### config.mk
export PLATFORM = sky130hd
export DESIGN_NAME = timed_address_block_table
export DESIGN_NICKNAME = d
export VERILOG_FILES = /design/src/rtl/tabt_pkg.sv /design/src/rtl/timed_address_block_table.sv
export SDC_FILE = /design/constraint.sdc
export NUM_CORES = 1
export LEC_CHECK = 0
export BUFFER_PORTS_ARGS = -buffer_cell sky130_fd_sc_hd__buf_2
export CAP_MARGIN = 20
export CORE_MARGIN = 2
export CORE_UTILIZATION = 38
export CTS_CLUSTER_SIZE = 25
export DETAILED_ROUTE_END_ITERATION = 8
export GPL_TIMING_DRIVEN = 0
export PLACE_DENSITY_LB_ADDON = 0.08
export SLEW_MARGIN = 20
export SYNTH_ARGS = -nofsm -noshare
export SYNTH_HDL_FRONTEND = slang
export SYNTH_SLANG_ARGS = --single-unit
### constraint.sdc
create_clock -name clk -period 25.2 [get_ports clk]
set_input_delay 1.26 -clock clk [delete_from_list [all_inputs] [get_ports clk]]
set_output_delay 1.26 -clock clk [all_outputs]
set_load 0.02 [all_outputs]
### src/rtl/tabt_pkg.sv
`timescale 1ns / 1ps

package tabt_pkg;

  localparam int TABLE_ENTRIES = 5;
  localparam int TIME_BITS     = 32;
  localparam int IDX_W         = (TABLE_ENTRIES > 1) ? $clog2(TABLE_ENTRIES) : 1;
  localparam int ADDR_W        = 64;
  localparam int NOW_W         = 32;
  localparam int SECS_W        = 16;
  localparam int TICKS_W       = 11;
  localparam int PROD_W        = SECS_W + TICKS_W;
  localparam int SLOT_W        = 3;
  localparam int CFG_IDX_W     = 1;
  localparam int CFG_DATA_W    = 16;

  localparam logic [TICKS_W-1:0] TICKS_RESET  = TICKS_W'(128);
  localparam logic [SECS_W-1:0]  THRESH_RESET = SECS_W'(65000);

  typedef enum logic [CFG_IDX_W-1:0] {
    REG_TICKS_PER_SECOND    = 1'b0,
    REG_PERMANENT_THRESHOLD = 1'b1
  } reg_idx_t;

  typedef enum logic [1:0] {
    ST_TEMP_SET      = 2'd0,
    ST_PERM_SET      = 2'd1,
    ST_ALREADY_PERM  = 2'd2,
    ST_TABLE_FULL    = 2'd3
  } status_t;

  typedef enum logic [1:0] {
    S_IDLE   = 2'd0,
    S_SCAN   = 2'd1,
    S_FINISH = 2'd2
  } state_t;

  typedef struct packed {
    logic              op;
    logic [ADDR_W-1:0] addr_high;
    logic [ADDR_W-1:0] addr_low;
    logic [SECS_W-1:0] block_seconds;
    logic [NOW_W-1:0]  now;
  } in_t;

  typedef struct packed {
    logic              is_dropped;
    status_t           status;
    logic [SLOT_W-1:0] slot;
  } out_t;

endpackage

### src/rtl/timed_address_block_table.sv
`timescale 1ns / 1ps
// channel   dir  handshake             payload
// in        in   in_valid / in_stall   in_data  (op, addr_high, addr_low, block_seconds, now)
// out       out  out_valid / out_stall out_data (is_dropped, status, slot)
// cfg       in   cfg_valid / cfg_ready cfg_index, cfg_data
//
// each item is taken in idle, then scanned one table entry at a time through the shared
// 128-bit address comparator, then resolved, and the table is updated
// reset clears the used/active/permanent flags and loads the register defaults
// a new item is taken while a result waits on out_stall; the resolve step holds
// until the output register is free
module timed_address_block_table (
  input  logic                            clk,
  input  logic                            rst_n,
  input  logic                            in_valid,
  output logic                            in_stall,
  input  tabt_pkg::in_t                   in_data,
  output logic                            out_valid,
  input  logic                            out_stall,
  output tabt_pkg::out_t                  out_data,
  input  logic                            cfg_valid,
  output logic                            cfg_ready,
  input  logic [tabt_pkg::CFG_IDX_W-1:0]  cfg_index,
  input  logic [tabt_pkg::CFG_DATA_W-1:0] cfg_data
);
  import tabt_pkg::*;

  state_t state_r, state_nxt;

  logic [TICKS_W-1:0] tps_r;
  logic [SECS_W-1:0]  thresh_r;

  logic [TABLE_ENTRIES-1:0] used_r;
  logic [TABLE_ENTRIES-1:0] active_r;
  logic [TABLE_ENTRIES-1:0] forever_r;
  logic [ADDR_W-1:0]        addr_hi_r [TABLE_ENTRIES];
  logic [ADDR_W-1:0]        addr_lo_r [TABLE_ENTRIES];
  logic [TIME_BITS-1:0]     dline_r   [TABLE_ENTRIES];

  in_t                  item_r;
  logic [IDX_W-1:0]     idx_r;
  logic                 match_r;
  logic [IDX_W-1:0]     match_idx_r;
  logic                 free_r;
  logic [IDX_W-1:0]     free_idx_r;
  logic [TIME_BITS-1:0] hit_dl_r;
  logic [PROD_W-1:0]    prod_r;

  logic out_valid_r;
  out_t out_data_r;

  logic in_acc, scan_en, fin_go, scan_last, cmp_hit;

  // finish step decisions
  out_t                 res;
  logic                 wr_en;
  logic                 clr_active;
  logic [IDX_W-1:0]     tgt_idx;
  logic                 set_forever;
  logic [TIME_BITS-1:0] now_t;
  logic [TIME_BITS-1:0] dl_new;

  assign cfg_ready = 1'b1;
  assign in_acc    = in_valid && !in_stall;
  assign scan_last = (idx_r == IDX_W'(TABLE_ENTRIES - 1));
  assign cmp_hit   = used_r[idx_r] && (addr_hi_r[idx_r] == item_r.addr_high)
                     && (addr_lo_r[idx_r] == item_r.addr_low);
  assign now_t     = TIME_BITS'(item_r.now);
  assign dl_new    = now_t + TIME_BITS'(prod_r);

  always_comb begin
    state_nxt = state_r;
    unique case (state_r)
      S_IDLE:   if (in_acc) state_nxt = S_SCAN;
      S_SCAN:   if (scan_last) state_nxt = S_FINISH;
      S_FINISH: if (fin_go) state_nxt = S_IDLE;
      default:  state_nxt = S_IDLE;
    endcase
  end

  always_comb begin
    in_stall = 1'b1;
    scan_en  = 1'b0;
    fin_go   = 1'b0;
    unique case (state_r)
      S_IDLE:   in_stall = 1'b0;
      S_SCAN:   scan_en = 1'b1;
      S_FINISH: fin_go = !out_valid_r || !out_stall;
      default:  in_stall = 1'b1;
    endcase
  end

  always_comb begin
    res         = '0;
    wr_en       = 1'b0;
    clr_active  = 1'b0;
    tgt_idx     = match_r ? match_idx_r : free_idx_r;
    set_forever = (item_r.block_seconds >= thresh_r);
    if (!item_r.op) begin
      if (match_r) begin
        if (forever_r[match_idx_r]) begin
          res.is_dropped = 1'b1;
        end else if (active_r[match_idx_r]) begin
          // deadline passed: lift the block
          if (now_t > hit_dl_r) begin
            clr_active = 1'b1;
          end else begin
            res.is_dropped = 1'b1;
          end
        end
      end
    end else if (!match_r && !free_r) begin
      res.status = ST_TABLE_FULL;
    end else begin
      res.slot = SLOT_W'(tgt_idx);
      if (match_r && forever_r[tgt_idx]) begin
        res.status = ST_ALREADY_PERM;
      end else begin
        wr_en      = 1'b1;
        res.status = set_forever ? ST_PERM_SET : ST_TEMP_SET;
      end
    end
  end

  always_ff @(posedge clk) begin
    if (!rst_n) begin
      state_r   <= S_IDLE;
      tps_r     <= TICKS_RESET;
      thresh_r  <= THRESH_RESET;
      used_r    <= '0;
      active_r  <= '0;
      forever_r <= '0;
      out_valid_r <= 1'b0;
      idx_r     <= '0;
      match_r   <= 1'b0;
      free_r    <= 1'b0;
    end else begin
      state_r <= state_nxt;
      if (cfg_valid && cfg_ready) begin
        unique case (cfg_index)
          REG_TICKS_PER_SECOND:    tps_r    <= cfg_data[TICKS_W-1:0];
          REG_PERMANENT_THRESHOLD: thresh_r <= cfg_data[SECS_W-1:0];
          default: ;
        endcase
      end
      if (in_acc) begin
        idx_r   <= '0;
        match_r <= 1'b0;
        free_r  <= 1'b0;
      end else if (scan_en) begin
        if (!scan_last) idx_r <= idx_r + IDX_W'(1);
        if (cmp_hit && !match_r) match_r <= 1'b1;
        if (!used_r[idx_r] && !free_r) free_r <= 1'b1;
      end
      if (fin_go) begin
        if (clr_active) active_r[match_idx_r] <= 1'b0;
        if (wr_en) begin
          used_r[tgt_idx]   <= 1'b1;
          active_r[tgt_idx] <= 1'b1;
          forever_r[tgt_idx] <= set_forever;
        end
      end
      if (fin_go) begin
        out_valid_r <= 1'b1;
      end else if (!out_stall) begin
        out_valid_r <= 1'b0;
      end
    end
  end

  always_ff @(posedge clk) begin
    if (in_acc) item_r <= in_data;
    if (scan_en) begin
      prod_r <= PROD_W'(item_r.block_seconds) * PROD_W'(tps_r);
      if (cmp_hit && !match_r) begin
        match_idx_r <= idx_r;
        hit_dl_r    <= dline_r[idx_r];
      end
      if (!used_r[idx_r] && !free_r) free_idx_r <= idx_r;
    end
    if (fin_go && wr_en) begin
      addr_hi_r[tgt_idx] <= item_r.addr_high;
      addr_lo_r[tgt_idx] <= item_r.addr_low;
      dline_r[tgt_idx]   <= dl_new;
    end
    if (fin_go) out_data_r <= res;
  end

  assign out_valid = out_valid_r;
  assign out_data  = out_data_r;

  a_flags_need_used: assert property (@(posedge clk) disable iff (!rst_n)
    ((active_r | forever_r) & ~used_r) == '0)
    else $error("active or permanent flag on an unused entry");

  a_accept_starts_scan: assert property (@(posedge clk) disable iff (!rst_n)
    in_acc |=> (state_r == S_SCAN) && (idx_r == '0))
    else $error("accepted item did not start a scan");

  a_finish_after_full_scan: assert property (@(posedge clk) disable iff (!rst_n)
    (state_r == S_FINISH) |-> scan_last)
    else $error("resolve step reached before the scan covered every entry");

  a_finish_loads_output: assert property (@(posedge clk) disable iff (!rst_n)
    fin_go |=> out_valid_r && (state_r == S_IDLE))
    else $error("resolve step did not load the output register");

endmodule

# Word level (Yosys, flattened, before mapping)
# Memory sizes are Yosys's and may differ from the RTL's. A register that Yosys moved wholly into a read port is not among the register bits.
# Index checks and enable logic that the tools add are counted.
# W data, S select, Z words.
[word_totals] reg_bits=266 ram_bits=800 inputBits=199 output_inout_bits=9 wordCells=126 n_memories=3
[op_classes] n_addsub=2 mul=1 order_cmp=7 eq_ne=9 mux=47 bitwise_logic=9 n_reduce_logical=27
[memory_table] memory="addr_hi_r" depth=5 word_bits=64 read_ports=1 rd_ports_with_merged_regs=1 wr=1 line="timed_address_block_table.sv:36" text="logic [ADDR_W-1:0] addr_hi_r [TABLE_ENTRIES];"
[memory_table] memory="addr_lo_r" depth=5 word_bits=64 read_ports=1 rd_ports_with_merged_regs=1 wr=1 line="timed_address_block_table.sv:37" text="logic [ADDR_W-1:0] addr_lo_r [TABLE_ENTRIES];"
[memory_table] memory="dline_r" depth=5 word_bits=32 read_ports=1 rd_ports_with_merged_regs=1 wr=1 line="timed_address_block_table.sv:38" text="logic [TIME_BITS-1:0] dline_r [TABLE_ENTRIES];"
[ops] cell="$eq A64 B64 Y1" n=2
[ops] cell="$add A32 B27 Y32" n=1
[ops] cell="$gt A32 B32 Y1" n=1
[ops] cell="$mul A16 B11 Y27" n=1
[ops] cell="$mux W1" n=25
[ops] cell="$mux W5" n=4
[ops] cell="$ge A16 B16 Y1" n=1
[ops] cell="$mux W3" n=5
[ops] cell="$bmux W1 S3" n=4
[ops] cell="$lt A3 B4 Y1 const B" n=3
[ops] cell="$reduce_and A2 Y1" n=6
[ops] cell="$logic_and A1 B1 Y1" n=10
[ops] cell="$mux W2" n=5
[ops] cell="$or A5 B5 Y5" n=2
[ops] cell="$demux W1 S3" n=2
[ops] cell="$ge A3 B1 Y1 const B" n=2
[ops] cell="$ne A2 B2 Y1 const B" n=3
[ops] cell="$pmux W2 S3" n=1
[ops] cell="$reduce_or A2 Y1" n=3
[ops] cell="$and A5 B5 Y5" n=1
[ops] cell="$bwmux W5" n=1
[ops] cell="$logic_not A1 Y1" n=5
[ops] cell="$not A1 Y1" n=5
[ops] cell="$not A5 Y5" n=1
[ops] cell="other kinds (8)" n=8

# Depth between registers and ports, before layout
[depth] ltp_word=11 mapped_depth=22 mapped_depth_nobuf=21

# Least setup slack after synthesis
# Ideal clock, no wire load.
[synth_path] path_type="input -> register" start="input port in_valid" end="register item_r[100] in the netlist's numbering, enable pin" setup_time_ns=0.719 arrival_ns=8.615 path_slack_ns=15.867 cell_stages=2 path_cell_list="inv_1 > nor2_1"
[synth_between] elab_chain_len=1
[synth_rtl] item="from (decl)" line="timed_address_block_table.sv:15" text="input logic in_valid,"
[synth_rtl] item="$logic_and A1 B1 Y1" line="timed_address_block_table.sv:64" text="assign in_acc = in_valid && !in_stall;"
[synth_rtl] item="via in_acc" line="timed_address_block_table.sv:52" text="logic in_acc, scan_en, fin_go, scan_last, cmp_hit;"
[synth_rtl] item="to (signal assigned)" line="timed_address_block_table.sv:172" text="if (in_acc) item_r <= in_data;"
[synth_rtl] item="to (decl)" line="timed_address_block_table.sv:40" text="in_t item_r;"
# The timed path passes the listed nets, and every way through them passes these cells.
# A chain may end at the register's enable or synchronous reset.

# Worst setup path in the final report
[layout_path] start="register tps_r[5]" end="register prod_r[26], data pin"
[layout_between] elab_chain_len=1
[layout_rtl] item="from (decl)" line="timed_address_block_table.sv:30" text="logic [TICKS_W-1:0] tps_r;"
[layout_rtl] item="from (signal assigned)" line="timed_address_block_table.sv:141" text="REG_TICKS_PER_SECOND: tps_r <= cfg_data[TICKS_W-1:0];"
[layout_rtl] item="$mul A16 B11 Y27" line="timed_address_block_table.sv:174" text="prod_r <= PROD_W'(item_r.block_seconds) * PROD_W'(tps_r);"
[layout_rtl] item="to (signal assigned)" line="timed_address_block_table.sv:174"
[layout_rtl] item="to (decl)" line="timed_address_block_table.sv:47" text="logic [PROD_W-1:0] prod_r;"
# No other way between the ends.

==> metrics <==
worst slew pin tran 1.20 ns; cts bufs inserted 119; # DRC 0; n_diodes 0; post-CTS setup buffers 0; Hold WC Path Type reg -> reg; Final Util 0.444; Detailed Route Iter0 Violations 2752; CP endpoint kind register; Ys Warns 0; cell breakdown of the critical path clkbuf_1 -> nand2_1 -> fa_1 -> inv_1 -> fa_1 -> fa_1 -> fa_1 -> inv_1 -> fa_1 -> inv_1 -> ha_1 -> a21o_1 -> a21o_1 -> a21oi_1 -> a2bb2oi_1 -> o31ai_1 -> o21ai_0 -> o311ai_0 -> a21oi_1 -> xnor2_1; Syn Area/Cell 15.8 µm²; CP top delay family adder cells; vias in the first global route 30200; GR Overflow Total 0; final WL 146 mm; DPL Wire Length 105 mm; Comb pwr share 0.104; setup slack, reg-to-reg 18.55 ns; max-slew violation count 0; Seq pwr share 0.492; num rows 133; total clock sinks 1101; pwr dens 74.5 mW/mm²; RSZ-0062 raised after global routing no; outcome completed; placer congestion estimate 0.920; Distinct cells, synth 80; total global-route track usage 0.216; Pre-Repair DR Iteration Count 5; Setup TNS Final 0 ns; Worst Path Arrival 7.12 ns; register area 0.0325 mm²; H-tree depth 3; vias 28800; Syn Nets 3649; Vias/cell 5.33; post-route ant nets 0; CP Launch Type register; Placed Cells 5180; Max Fclk 0.150 GHz; Layout Nets 4013; crit path max fanout 10; chip height 368 µm; Crit path buffers/inverters 4; CP max stage delay 0.64 ns; commonest non-fill, non-tap cell in the layout edfxtp_1; critical path required time 25.67 ns; sw power 0.00106 W; Die Area 0.135 mm²; slowest CP cell clkbuf_1; area of the multi-input gates 0.0160 mm²; most frequent cells in the layout edfxtp_1 (1048), inv_1 (306), buf_2 (229); Final Setup Violations 0; Root Buffer Master clkbuf_16; fillers 11800; Die X-Extent 368 µm; kind of critical path reg -> reg; max-capacitance violation count 0; clk buf depth 3; clock share of power 0.404; Final Skew 0.0626 ns; switching part of the total 0.244; initial antenna violation count 5; CTS clk-pin slew, worst paths 0.06 ns; number of synthesized flops with an enable pin 1048; number of hold buffers added after cts 0; io pins 208; CORE AREA 0.131 mm²; fraction of registers with async set/reset 0; max_slew headroom 0.190; initial core utilization 0.383; CTS tree built; predominant post-synthesis flop cell edfxtp_1; final period utilization 0.264; DR WL/cell 27.0 µm; Worst-Skew Late Latency 0.76 ns; Post-Synthesis Cells 3182; Pint 0.00328 W; synthesized area 0.0503 mm²; Final min period 6.65 ns; cts repair resizes 0; IO Port Bufs 205; first-pass GRT wire length 212 mm; Layout area overhead 15.9%; most frequent cell on the critical path fa_1; sequential element share of the synthesized area 0.647; final hold violation count 0; peak supply drop 0.0550 mV; static leakage 20.9 nW; layout cells sized above 1 0.175; largest net degree at the start of global routing 43; #FFs+latches synth 1101; fin cells 5399
==> power by group through the flow <==
stage / Sequential (W) / Combinational [W] / Clock (W)
2_1_floorplan: 0.00215 / 0.000303 / 0
6_report: 0.00214 / 0.000453 / 0.00175
3_5_place_dp: 0.00218 / 0.000453 / 0
3_3_place_gp: 0.00218 / 0.000437 / 0
4_1_cts: 0.00214 / 0.000457 / 0.00179
5_1_grt: 0.00214 / 0.000506 / 0.00186
==> synthesized netlist by cell type, drive strengths merged, types with 24 or more instances <==
cell / count / area [µm²]
nor2: 64 / 240
mux2i: 116 / 1160
nand2: 193 / 724
clkbuf: 60 / 239
a21oi: 86 / 430
and2: 93 / 582
buf: 53 / 389
o22ai: 43 / 269
inv: 307 / 1150
fa: 126 / 2520
edfxtp: 1048 / 31500
ha: 142 / 1780
mux2: 43 / 484
a21o: 29 / 218
nor2b: 26 / 163
nand2b: 25 / 159
dfxtp: 53 / 1060
xor2: 46 / 403
mux4: 143 / 3300
nand3: 24 / 120
o21ai: 59 / 295
o211ai: 25 / 188
nor3: 30 / 150
xnor2: 99 / 867
==> through the flow <==
stage          hold slack (ns)  power, W  setup slack [ns]  instance area [µm²]
2_1_floorplan            0.440   0.00245             15.87                50300
3_3_place_gp             0.446   0.00262             11.05                53500
3_5_place_dp             0.460   0.00263             18.44                54400
4_1_cts                  0.473   0.00439             18.42                58300
5_1_grt                  0.494   0.00451             18.10                58300
6_report                 0.470   0.00434             18.55                58300
==> area by class of cell <==
cell class | instances | share of cell area
sequential | 1101 | 0.558
multi-input combinational | 1661 | 0.275
clock buffer | 156 | 0.0545
tap | 1755 | 0.0377
timing repair buffer | 243 | 0.0315
inverter | 307 | 0.0198
clock inverter | 63 | 0.0124
buffer | 113 | 0.0112
==> metal layers <==
| metal | routed length [µm] | up-vias | track usage |
|---|---|---|---|
| li1 | - | 12700 | - |
| met1 | 66300 | 14900 | 0.309 |
| met2 | 66700 | 938 | 0.340 |
| met3 | 9660 | 186 | 0.0403 |
| met4 | 2950 | 0 | 0.0530 |
| met5 | 0 | - | 0 |
==> sequential cells by signal (all words and copies together) (netlist names), 2 cells and up, named ones only <==
register	count
active_r	5
state_r	2
addr_hi_r	320
addr_lo_r	320
used_r	5
item_r	145
now_t	32
free_idx_r	3
forever_r	5
prod_r	27
thresh_r	16
dline_r	160
hit_dl_r	32
match_idx_r	3
idx_r	3
out_data	6
tps_r	11
==> cells by family (layout without fill, tap and decap cells) <==
family / after synthesis / in the layout / share of synthesized area
XOR/XNOR: 145 / 145 / 0.0252
adder cells (fa/ha/maj): 268 / 268 / 0.0855
buffers and inverters: 420 / 882 / 0.0354
AO/OA/AOI/OAI: 420 / 420 / 0.0570
flip-flops: 1101 / 1101 / 0.647
other: 1 / 1 / 0.0000745
AND/OR/NAND/NOR: 525 / 525 / 0.0518
multiplexers: 302 / 302 / 0.0983
==> final timing paths <==
| kind | from | endpoint | cells after the start |
|---|---|---|---|
| setup / recovery | tps_r[5]$_SDFFE_PN0P_ | prod_r[26]$_DFFE_PP_ | 20 |
| hold / removal | used_r[1]$_SDFFE_PN0P_ | used_r[1]$_SDFFE_PN0P_ | 1 |
| setup reg to reg | tps_r[5]$_SDFFE_PN0P_ | prod_r[26]$_DFFE_PP_ | 20 |
| hold reg to reg | used_r[1]$_SDFFE_PN0P_ | used_r[1]$_SDFFE_PN0P_ | 1 |
Note: power is estimated with default switching activity, not from simulation.
